--- src/rtl/core/lkc_pkg.sv ---
`timescale 1ns / 1ps
// ----------------------------------------------------------------------------
// lkc_pkg
// Shared types and codes for the fully associative LRU key cache.
// ----------------------------------------------------------------------------
package lkc_pkg;

    // Field widths fixed by the interface
    localparam int KEY_W   = 32;
    localparam int PAY_W   = 32;
    localparam int OP_W    = 3;
    localparam int CNT_W   = 5;
    localparam int LIMIT_W = 5;

    // Operation codes
    typedef enum logic [OP_W-1:0] {
        OP_LOOKUP     = 3'd0,
        OP_INSERT     = 3'd1,
        OP_PROBE      = 3'd2,
        OP_INVALIDATE = 3'd3,
        OP_CLEAR      = 3'd4
    } t_lkc_op;

    // Controller states
    typedef enum logic [1:0] {
        S_IDLE,
        S_MATCH,
        S_UPDATE
    } t_lkc_state;

    // Input transfer
    typedef struct packed {
        logic [OP_W-1:0]  op;
        logic [KEY_W-1:0] key;
        logic [PAY_W-1:0] payload;
    } t_lkc_in;

    // Output transfer
    typedef struct packed {
        logic             hit;
        logic [PAY_W-1:0] payload_out;
        logic             evicted;
        logic [KEY_W-1:0] evicted_key;
        logic [CNT_W-1:0] entry_count;
    } t_lkc_out;

    // Broadcast from the controller to every cell
    typedef struct packed {
        logic             match_en;
        logic             update_en;
        logic             do_evict;
        logic [OP_W-1:0]  op;
        logic [KEY_W-1:0] key;
        logic [PAY_W-1:0] payload;
        logic             hit;
        logic             any_free;
    } t_lkc_cmd;

    // Data passed from one cell to the next
    typedef struct packed {
        logic             hit;
        logic [PAY_W-1:0] payload;
        logic [KEY_W-1:0] ev_key;
        logic             taken;
    } t_lkc_link;

endpackage

--- src/rtl/core/lru_keyed_cache_top.sv ---
`timescale 1ns / 1ps
// ----------------------------------------------------------------------------
// lru_keyed_cache_top
// Fully associative key to payload cache with least-recently-used
// replacement, built as a row of entry cells.
//
// Usage:
//  - Input channel (i_in_valid / o_in_ready) carries one operation per
//    transfer: lookup, insert, probe, invalidate key or invalidate all.
//  - Output channel (o_out_valid / i_out_ready) returns one result per
//    operation, in order, from an output register.
//  - i_cfg_we / i_cfg_wdata write the entry limit (zero = full capacity);
//    write it only while no operation is in flight.
//  - Each operation passes through a compare state (associative compare and LRU
//    eviction) and an update state (rank update), and its result is written
//    to the output register at the end of the update state. A new operation
//    is taken in the update state while the result can move on, so a new
//    operation overlaps the update of the last one but not its compare.
//  - While a result waits on i_out_ready, one further operation may be
//    taken and evaluated; it holds in its update cycle until the output
//    register frees up.
//  - Reset empties the cache and sets the limit to zero (full capacity).
// ----------------------------------------------------------------------------
module lru_keyed_cache_top
    import lkc_pkg::*;
#(
    parameter int ENTRIES = 16
) (
    input  logic               i_clk,
    input  logic               i_rst_n,
    input  logic               i_in_valid,
    output logic               o_in_ready,
    input  t_lkc_in            i_in,
    output logic               o_out_valid,
    input  logic               i_out_ready,
    output t_lkc_out           o_out,
    input  logic               i_cfg_we,
    input  logic [LIMIT_W-1:0] i_cfg_wdata
);

    localparam int RW = (ENTRIES > 1) ? $clog2(ENTRIES) : 1;
    localparam int CW = $clog2(ENTRIES + 1);
    localparam int LW = (CW > LIMIT_W) ? CW : LIMIT_W;

    t_lkc_state       r_state, n_state;
    logic [LIMIT_W-1:0] r_max_entries;
    logic [OP_W-1:0]  r_op;
    logic [KEY_W-1:0] r_key;
    logic [PAY_W-1:0] r_payload;
    logic [CW-1:0]    r_count, n_count;
    logic             r_evicted;
    logic [KEY_W-1:0] r_ev_key;
    logic             r_out_valid;
    t_lkc_out         r_out;

    logic             w_accept;
    logic             w_can_finish;
    logic             w_match_en;
    logic             w_update_en;
    logic [LW-1:0]    w_limit;
    logic [LW-1:0]    w_count_ext;
    logic             w_do_evict;
    t_lkc_cmd         w_cmd;
    t_lkc_link        w_link [0:ENTRIES];
    logic [RW-1:0]    w_rank [0:ENTRIES];
    logic [RW-1:0]    w_lru_rank;
    t_lkc_out         w_res;

    assign w_accept     = i_in_valid && o_in_ready;
    assign w_can_finish = !r_out_valid || i_out_ready;

    // Configuration register
    always_ff @(posedge i_clk) begin
        if (!i_rst_n) begin
            r_max_entries <= '0;
        end else if (i_cfg_we) begin
            r_max_entries <= i_cfg_wdata;
        end
    end

    // Next state
    always_comb begin
        n_state = r_state;
        unique case (r_state)
            S_IDLE:   if (w_accept) n_state = S_MATCH;
            S_MATCH:  n_state = S_UPDATE;
            S_UPDATE: begin
                if (w_can_finish) begin
                    n_state = w_accept ? S_MATCH : S_IDLE;
                end
            end
            default:  n_state = S_IDLE;
        endcase
    end

    // State outputs
    always_comb begin
        o_in_ready  = 1'b0;
        w_match_en  = 1'b0;
        w_update_en = 1'b0;
        unique case (r_state)
            S_IDLE:   o_in_ready = 1'b1;
            S_MATCH:  w_match_en = 1'b1;
            S_UPDATE: begin
                o_in_ready  = w_can_finish;
                w_update_en = w_can_finish;
            end
            default: begin
            end
        endcase
    end

    always_ff @(posedge i_clk) begin
        if (!i_rst_n) begin
            r_state <= S_IDLE;
        end else begin
            r_state <= n_state;
        end
    end

    // Operation register
    always_ff @(posedge i_clk) begin
        if (w_accept) begin
            r_op      <= i_in.op;
            r_key     <= i_in.key;
            r_payload <= i_in.payload;
        end
    end

    // Effective limit and eviction decision
    always_comb begin
        w_limit = LW'(r_max_entries);
        if (r_max_entries == '0 || LW'(r_max_entries) > LW'(ENTRIES)) begin
            w_limit = LW'(ENTRIES);
        end
    end

    assign w_do_evict = (r_op == OP_INSERT) && (LW'(r_count) >= w_limit);
    assign w_lru_rank = RW'(r_count - CW'(1));

    // Broadcast to the cells
    always_comb begin
        w_cmd.match_en  = w_match_en;
        w_cmd.update_en = w_update_en;
        w_cmd.do_evict  = w_do_evict;
        w_cmd.op        = r_op;
        w_cmd.key       = r_key;
        w_cmd.payload   = r_payload;
        w_cmd.hit       = w_link[ENTRIES].hit;
        w_cmd.any_free  = w_link[ENTRIES].taken;
    end

    // Row of entry cells
    assign w_link[0] = '0;
    assign w_rank[0] = '0;

    for (genvar g = 0; g < ENTRIES; g++) begin : g_cell
        lkc_cell #(
            .RW(RW)
        ) u_cell (
            .i_clk      (i_clk),
            .i_rst_n    (i_rst_n),
            .i_cmd      (w_cmd),
            .i_lru_rank (w_lru_rank),
            .i_hit_rank (w_rank[ENTRIES]),
            .i_link     (w_link[g]),
            .i_rank_or  (w_rank[g]),
            .o_link     (w_link[g+1]),
            .o_rank_or  (w_rank[g+1])
        );
    end

    // Entry count after the update
    always_comb begin
        n_count = r_count;
        case (r_op)
            OP_INSERT: begin
                if (!w_link[ENTRIES].hit && w_link[ENTRIES].taken) begin
                    n_count = r_count + CW'(1);
                end
            end
            OP_INVALIDATE: begin
                if (w_link[ENTRIES].hit) begin
                    n_count = r_count - CW'(1);
                end
            end
            OP_CLEAR: n_count = '0;
            default: begin
            end
        endcase
    end

    // Entry count and eviction capture
    always_ff @(posedge i_clk) begin
        if (!i_rst_n) begin
            r_count <= '0;
        end else if (w_match_en && w_do_evict) begin
            r_count <= r_count - CW'(1);
        end else if (w_update_en) begin
            r_count <= n_count;
        end
    end

    always_ff @(posedge i_clk) begin
        if (w_match_en) begin
            r_evicted <= w_do_evict;
            r_ev_key  <= w_link[ENTRIES].ev_key;
        end
    end

    // Result assembly
    assign w_count_ext = LW'(n_count);

    always_comb begin
        w_res             = '0;
        w_res.evicted     = r_evicted;
        w_res.evicted_key = r_ev_key;
        w_res.entry_count = w_count_ext[CNT_W-1:0];
        case (r_op) inside
            OP_LOOKUP: begin
                w_res.hit         = w_link[ENTRIES].hit;
                w_res.payload_out = w_link[ENTRIES].payload;
            end
            OP_PROBE, OP_INVALIDATE: w_res.hit = w_link[ENTRIES].hit;
            default: begin
            end
        endcase
    end

    // Output register
    always_ff @(posedge i_clk) begin
        if (!i_rst_n) begin
            r_out_valid <= 1'b0;
        end else if (w_update_en) begin
            r_out_valid <= 1'b1;
        end else if (i_out_ready) begin
            r_out_valid <= 1'b0;
        end
    end

    always_ff @(posedge i_clk) begin
        if (w_update_en) begin
            r_out <= w_res;
        end
    end

    assign o_out_valid = r_out_valid;
    assign o_out       = r_out;

endmodule

--- src/rtl/core/lkc_cell.sv ---
`timescale 1ns / 1ps
// ----------------------------------------------------------------------------
// lkc_cell
// One cache entry: valid, key, payload and recency rank, with its local
// match, eviction and rank update logic. Reduced results ripple along the
// row through the link ports.
// ----------------------------------------------------------------------------
module lkc_cell
    import lkc_pkg::*;
#(
    parameter int RW = 4
) (
    input  logic          i_clk,
    input  logic          i_rst_n,
    input  t_lkc_cmd      i_cmd,
    input  logic [RW-1:0] i_lru_rank,
    input  logic [RW-1:0] i_hit_rank,
    input  t_lkc_link     i_link,
    input  logic [RW-1:0] i_rank_or,
    output t_lkc_link     o_link,
    output logic [RW-1:0] o_rank_or
);

    logic             r_valid;
    logic             r_match;
    logic [KEY_W-1:0] r_key;
    logic [PAY_W-1:0] r_payload;
    logic [RW-1:0]    r_rank;

    logic w_match;
    logic w_lru;
    logic w_sel_free;

    // Local compares during the match phase
    assign w_match    = r_valid && (r_key == i_cmd.key);
    assign w_lru      = r_valid && i_cmd.do_evict && (r_rank == i_lru_rank);
    // First free slot along the row
    assign w_sel_free = !r_valid && !i_link.taken;

    // Pass reduced values on to the next cell
    always_comb begin
        o_link.hit     = i_link.hit | r_match;
        o_link.payload = i_link.payload | (r_match ? r_payload : '0);
        o_link.ev_key  = i_link.ev_key | (w_lru ? r_key : '0);
        o_link.taken   = i_link.taken | !r_valid;
        o_rank_or      = i_rank_or | (r_match ? r_rank : '0);
    end

    // Control state: valid and match flags
    always_ff @(posedge i_clk) begin
        if (!i_rst_n) begin
            r_valid <= 1'b0;
            r_match <= 1'b0;
        end else if (i_cmd.match_en) begin
            r_match <= w_match && !w_lru;
            if (w_lru) begin
                r_valid <= 1'b0;
            end
        end else if (i_cmd.update_en) begin
            case (i_cmd.op)
                OP_INSERT: begin
                    if (!i_cmd.hit && i_cmd.any_free && w_sel_free) begin
                        r_valid <= 1'b1;
                    end
                end
                OP_INVALIDATE: begin
                    if (i_cmd.hit && r_match) begin
                        r_valid <= 1'b0;
                    end
                end
                OP_CLEAR: begin
                    r_valid <= 1'b0;
                end
                default: begin
                end
            endcase
        end
    end

    // Entry contents and rank
    always_ff @(posedge i_clk) begin
        if (i_cmd.update_en) begin
            case (i_cmd.op) inside
                OP_LOOKUP, OP_INSERT: begin
                    if (i_cmd.hit) begin
                        if (r_match) begin
                            r_rank <= '0;
                            if (i_cmd.op == OP_INSERT) begin
                                r_payload <= i_cmd.payload;
                            end
                        end else if (r_valid && r_rank < i_hit_rank) begin
                            r_rank <= r_rank + RW'(1);
                        end
                    end else if (i_cmd.op == OP_INSERT && i_cmd.any_free) begin
                        if (r_valid) begin
                            r_rank <= r_rank + RW'(1);
                        end else if (w_sel_free) begin
                            r_key     <= i_cmd.key;
                            r_payload <= i_cmd.payload;
                            r_rank    <= '0;
                        end
                    end
                end
                OP_INVALIDATE: begin
                    if (i_cmd.hit && !r_match && r_valid && r_rank > i_hit_rank) begin
                        r_rank <= r_rank - RW'(1);
                    end
                end
                default: begin
                end
            endcase
        end
    end

endmodule

--- config.mk ---
export PLATFORM = sky130hd
export DESIGN_NAME = lru_keyed_cache_top
export DESIGN_NICKNAME = d
export VERILOG_FILES = /design/src/rtl/core/lkc_pkg.sv /design/src/rtl/core/lru_keyed_cache_top.sv /design/src/rtl/core/lkc_cell.sv
export SDC_FILE = /design/constraint.sdc
export NUM_CORES = 2
export LEC_CHECK = 0
export CORE_UTILIZATION = 45
export CTS_BUF_LIST = sky130_fd_sc_hd__clkbuf_4
export DETAILED_ROUTE_END_ITERATION = 8
export DONT_BUFFER_PORTS = 1
export PLACE_DENSITY = 0.59
export SLEW_MARGIN = 20
export SYNTH_ARGS = -nofsm -noshare
export SYNTH_HDL_FRONTEND = slang
export SYNTH_SLANG_ARGS = --single-unit
export TNS_END_PERCENT = 5
--- constraint.sdc ---
create_clock -name i_clk -period 10.8 [get_ports i_clk]
set_clock_uncertainty 0.05 [all_clocks]
set_input_delay 1.62 -clock i_clk [delete_from_list [all_inputs] [get_ports i_clk]]
set_output_delay 1.62 -clock i_clk [all_outputs]
set_load 0.005 [all_outputs]
# Word-level counts from Yosys, hierarchy flattened
# Cells that the tools add are included.
[word_totals]
input_bits = 77
word_cells = 1144
output_inout_bits = 73
reg_bits = 1304
[op_classes]
n_addsub = 34
n_eq_ne = 153
muxes = 384
n_bitwise = 92
magnitude_cmp = 34
reduce_logical = 353
[ops]
columns = ["operator", "count"]
rows = [
  ["$mux W32", 112],
  ["$or A32 B32 Y32", 30],
  ["$mux W4", 159],
  ["$eq A32 B32 Y1", 16],
  ["$reduce_and A6 Y1", 31],
  ["$logic_and A1 B1 Y1", 180],
  ["$reduce_and A7 Y1", 15],
  ["$ne A3 B2 Y1 const B", 32],
  ["$reduce_and A5 Y1", 18],
  ["$mux W1", 87],
  ["$reduce_bool A2 Y1", 36],
  ["$add A4 B1 Y4 const B", 16],
  ["$eq A4 B4 Y1", 16],
  ["$gt A4 B4 Y1", 16],
  ["$logic_not A1 Y1", 64],
  ["$lt A4 B4 Y1", 16],
  ["$ne A2 B1 Y1 const B", 32],
  ["$sub A4 B1 Y4 const B", 16],
  ["$ne A4 B1 Y1 const B", 15],
  ["$ne A4 B2 Y1 const B", 15],
  ["$or A4 B4 Y4", 15],
  ["$pmux W1 S3", 16],
  ["$ne A2 B2 Y1 const B", 19],
  ["$or A1 B1 Y1", 30],
  ["other kinds (24)", 48],
]

# Longest topological paths before layout
[logic_depth]
ltp_word = 23
mapped_depth = 15

# By module
# From an unflattened synthesis, not the netlist that was laid out.
[hier_totals]
hier_cells = 4620
area_unflattened_um2 = 62588.8
[modules_own_cells]
columns = ["module", "cells_each", "area_each_um2", "seq_area_each_um2", "instances"]
rows = [
  ["lkc_cell (g_cell[13].u_cell ...)", 266, 3509.6, 2082.0, 11],
  ["lkc_cell (g_cell[11].u_cell ...)", 269, 3498.4, 2082.0, 2],
  ["lru_keyed_cache_top", 353, 6496.2, 5395.2, 1],
  ["lkc_cell (g_cell[0].u_cell)", 264, 3504.6, 2082.0, 1],
  ["lkc_cell (g_cell[9].u_cell)", 272, 3494.6, 2082.0, 1],
  ["lkc_cell (g_cell[10].u_cell)", 267, 3490.8, 2082.0, 1],
]

# Worst setup path after synthesis
# Ideal clock, no wire load.
[synth_path]
path_type = "input port to flip-flop"
from = "in i_out_ready"
to = "reg g_cell[11].u_cell.r_key[0] (enable)"
setup_ps = 501
slack_ps = 1563
path_buffers = 0
arrival_time_ps = 8686
path_stages = 4
path_cell_list = "nor2b_1 nor2_1 nand3_1 nor4_1"
[synth_rtl]
columns = ["item", "line", "rtl"]
rows = [
  ["start, declared", "lru_keyed_cache_top.sv:35", "input logic i_out_ready,"],
  ["end signal, assigned", "lkc_cell.sv:98", "r_key <= i_cmd.key;"],
  ["end, declared", "lkc_cell.sv:26", "logic [KEY_W-1:0] r_key;"],
]

# Worst setup path in the final report
[layout_path]
from = "reg g_cell[14].u_cell.r_match"
to = "reg g_cell[13].u_cell.r_key[26] (enable)"
[layout_via]
elab_chain_cells = 4
[layout_rtl]
columns = ["item", "line", "rtl"]
rows = [
  ["start, declared", "lkc_cell.sv:25", "logic r_match;"],
  ["start signal, assigned", "lkc_cell.sv:55", "r_match <= w_match && !w_lru;"],
  ["$or A1 B1 Y1 (2 in series)", "lkc_cell.sv:42", "o_link.hit = i_link.hit | r_match;"],
  ["$not A1 Y1 (no source line)", "-", ""],
  ["$reduce_and A6 Y1 (no source line)", "-", ""],
  ["end signal, assigned", "lkc_cell.sv:98", ""],
  ["end, declared", "lkc_cell.sv:26", ""],
]
# No other way between the ends.
# A chain may end at the register's enable or synchronous reset.

==> reports/summary.txt <==
clock-pin transition on the worst setup and hold timing paths -> 0.06 ns
Post-Syn Area per Cell -> 14.0 µm²
initial antenna violation count -> 18
crit end category -> flip-flop
first-iteration detailed-routing DRC count -> 6777
setup violation total in the final timing report -> 0
minimum period implied by the final worst setup slack -> 4.45 ns
area fraction in and, or, nand and nor cells after synthesis -> 0.0735
HP Class -> input port to flip-flop
xor/xnor share of the synthesized area -> 0.0920
worst setup timing slack at the placement stage -> 5.85 ns
Cell Count, Final, Fillers Out -> 6405
initial standard-cell utilization of the core -> 0.455
clock sinks -> 1304
detail-routed via count per cell -> 6.61
slack of the critical path -> 6.35 ns
Synth Area in Compound Gates -> 0.127
cell types with the largest area share after synthesis -> edfxtp_1 64%, xor2_1 6.1%, a22o_1 3.4%
largest family of logic cells by synthesized area -> compound AO/OA/AOI/OAI gates
CP arrival -> 5.31 ns
die boundary height -> 365 µm
critical path required time -> 11.66 ns
pin count of the biggest net entering global routing -> 77
final-report max-slew violation count -> 0
instance count of the mapped netlist -> 4225
Detailed Place HPWL -> 142 mm
pwr/cell area -> 160 nW/µm²
layout filler cell count -> 11200
max-cap violations -> 0
most common cell after layout, fill and taps aside -> edfxtp_1
share of synthesized area occupied by flip-flops and latches -> 0.654
level count of the clock H-tree -> 5
sequential cell area -> 38700 µm²
reg-to-reg setup timing slack -> 6.35 ns
GR Util All Layers -> 0.334
Max Fanout on Critical Path -> 34
number of global-route vias before repair -> 39700
num rows -> 132
layout overhead on the synthesized area -> 11.4%
Setup crit start kind -> flip-flop
PnR Total Power -> 10.5 mW
Final Wtd Congestion -> 1.02
Hold Fails Final Rpt -> 0
net count after synthesis -> 4406
# nets final -> 4593
fmax -> 225 MHz
WL/cell -> 35.1 µm
number of gates given a new drive strength after cts -> 0
CTS buffer count -> 362
number of buffers inserted to repair setup after CTS -> 0
router iterations before antenna repair -> 9
Routed Wire Length -> 225 mm
part of the cycle the worst path needs -> 0.412
outcome -> finished clean
combined area of the multi-input logic cells -> 19100 µm²
top-level port count -> 150
worst slew margin relative to its limit -> 0.183
startpoint-to-endpoint class of the critical path -> flip-flop to flip-flop
TritonCTS clock tree -> yes
commonest cells after routing, fill and taps aside -> 1259 x edfxtp_1, 542 x clkbuf_4, 414 x xor2_1
number of synthesized flops with an enable pin -> 1259
area leader, netlist -> edfxtp_1
Syn. warnings -> 0
Post-Place Cells -> 5790
Hold-fix buffers, CTS -> 0
total of buffers placed on input and output ports -> 0
final total negative setup slack -> 0 ns
prevailing post-synth register cell -> edfxtp_1
top cell type's share of synthesized area -> 0.639
number of distinct library cell variants in the gate-level netlist after synthesis -> 83
layout cell share with drive strength beyond 1 -> 0.174
clock insertion delay at the later pin of the skew report -> 1.38 ns
maximum clock insertion buffer count -> 4
Placeable Area -> 130000 µm²
setup repair after global routing missed its margin -> false
Post-Synthesis Cell Area -> 59200 µm²
cell at the root of the clock tree -> clkbuf_4
die width -> 365 µm
Post-Synth Adder-Cell Area -> 0.0220
DRC violations left -> 0
async set or reset register ratio after synthesis -> 0
remaining antenna violation count -> 0
Total Die Area -> 133000 µm²
wire length of the first global-routing pass -> 310 mm
worst vdd rail ir drop -> 116 µV
multiplexer share of the synthesized area -> 0.00288
GRT overflow -> 0
FF+latch count, synth -> 1304
Lkg Pwr -> 21.6 nW
vias post-DR -> 42300
transition time at the pin with the least slew margin -> 1.22 ns
==> state kept, by name (all words and copies together) (netlist names) <==
name                     cells
g_cell.u_cell.r_rank        64
r_count                      5
o_out                       71
o_out_valid                  1
r_payload                   32
g_cell.u_cell.r_match       16
r_ev_key                    32
g_cell.u_cell.r_valid       16
r_state                      2
r_key                       32
r_evicted                    1
g_cell.u_cell.r_payload    512
r_max_entries                5
r_op                         3
g_cell.u_cell.r_key        512
==> where the power goes <==
part	leakage, nW	total, mW	switching, mW	internal (mW)
sequential	11.8	5.64	0.0592	5.58
combinational	7.21	0.455	0.343	0.112
clock	2.67	4.43	2.07	2.36
total	21.6	10.5	2.47	8.05
==> worst max-delay path, stage by stage (launching register included) <==
cell,delay (ns)
dfxtp_2,0.42
buf_4,0.39
nor3_1,0.30
and2_1,0.95
nand2_2,0.12
nor2_2,0.51
nand3_1,0.14
buf_4,0.28
nor2b_4,0.84
==> cells by family after synthesis <==
family | after synthesis
and+or+nand+nor | 797
DFF | 1304
xor gates and xnor gates | 577
AOI/OAI and AO/OA | 1006
adders and majority gates | 104
buffers and inverters | 420
muxes | 17
==> worst paths after layout <==
check / endpoint / cells past startpoint / start
worst max-delay path: g_cell[13].u_cell.r_key[26]$_DFFE_PP_ / 8 / g_cell[14].u_cell.r_match$_SDFFE_PN0P_
worst min-delay path: r_key[14]$_DFFE_PP_ / 0 / i_in[46]
worst min register to register: o_out[6]$_DFFE_PP_ / 0 / r_ev_key[1]$_DFFE_PP_
worst max register to register: g_cell[13].u_cell.r_key[26]$_DFFE_PP_ / 8 / g_cell[14].u_cell.r_match$_SDFFE_PN0P_
==> routing by layer <==
layer / routed length (µm) / vias up / part of all wire / track usage
met5: 57 / - / 0.00025 / 0
met4: 12400 / 10 / 0.055 / 0.166
met2: 95700 / 3298 / 0.43 / 0.479
met3: 30200 / 627 / 0.13 / 0.111
li1: - / 17300 / - / -
met1: 86100 / 21100 / 0.38 / 0.453
==> Yosys cell counts (9+ instances only) <==
cell type and instances:
xnor2_1 135, nand4_1 81, or3_1 9, buf_2 37, a2111oi_0 13, nor3_1 73
clkbuf_1 233, a21oi_1 116, mux2i_1 17, a22o_1 230, a21o_1 9, nand3_1 152
nor4_1 136, o311ai_0 9, xnor3_1 17, o211ai_1 10, o2111ai_1 16, buf_1 46
ha_1 104, and3_1 48, a22oi_1 106, o21a_1 20, a31oi_1 79, dfxtp_1 45
o31ai_1 16, nor2b_1 21, xor2_1 414, or4_1 11, a221oi_1 181, nor2_1 107
xor3_1 10, nand2_1 91, nand2b_1 15, edfxtp_1 1259, a311oi_1 14, inv_1 92
and2_1 16, o21ai_0 126
==> cell type report <==
class / count / share of cell area
Tap cell: 1742 / 0.0331
Clock buffer: 542 / 0.0617
Clock inverter: 55 / 0.00497
Timing Repair Buffer: 150 / 0.0173
Sequential cell: 1304 / 0.588
Antenna cell: 18 / 0.000683
Multi-Input combinational cell: 2501 / 0.289
Inverter: 93 / 0.00530
==> through the flow <==
step                 util  instance area (µm²)  hold slack [ns]
floorplan               -                59200            0.350
global placement    0.473                61400            0.358
detailed placement  0.473                61500            0.355
CTS                 0.507                65900            0.187
global route        0.507                65900            0.229
finish              0.507                65900            0.314
Power figures use the tool's default switching activity.
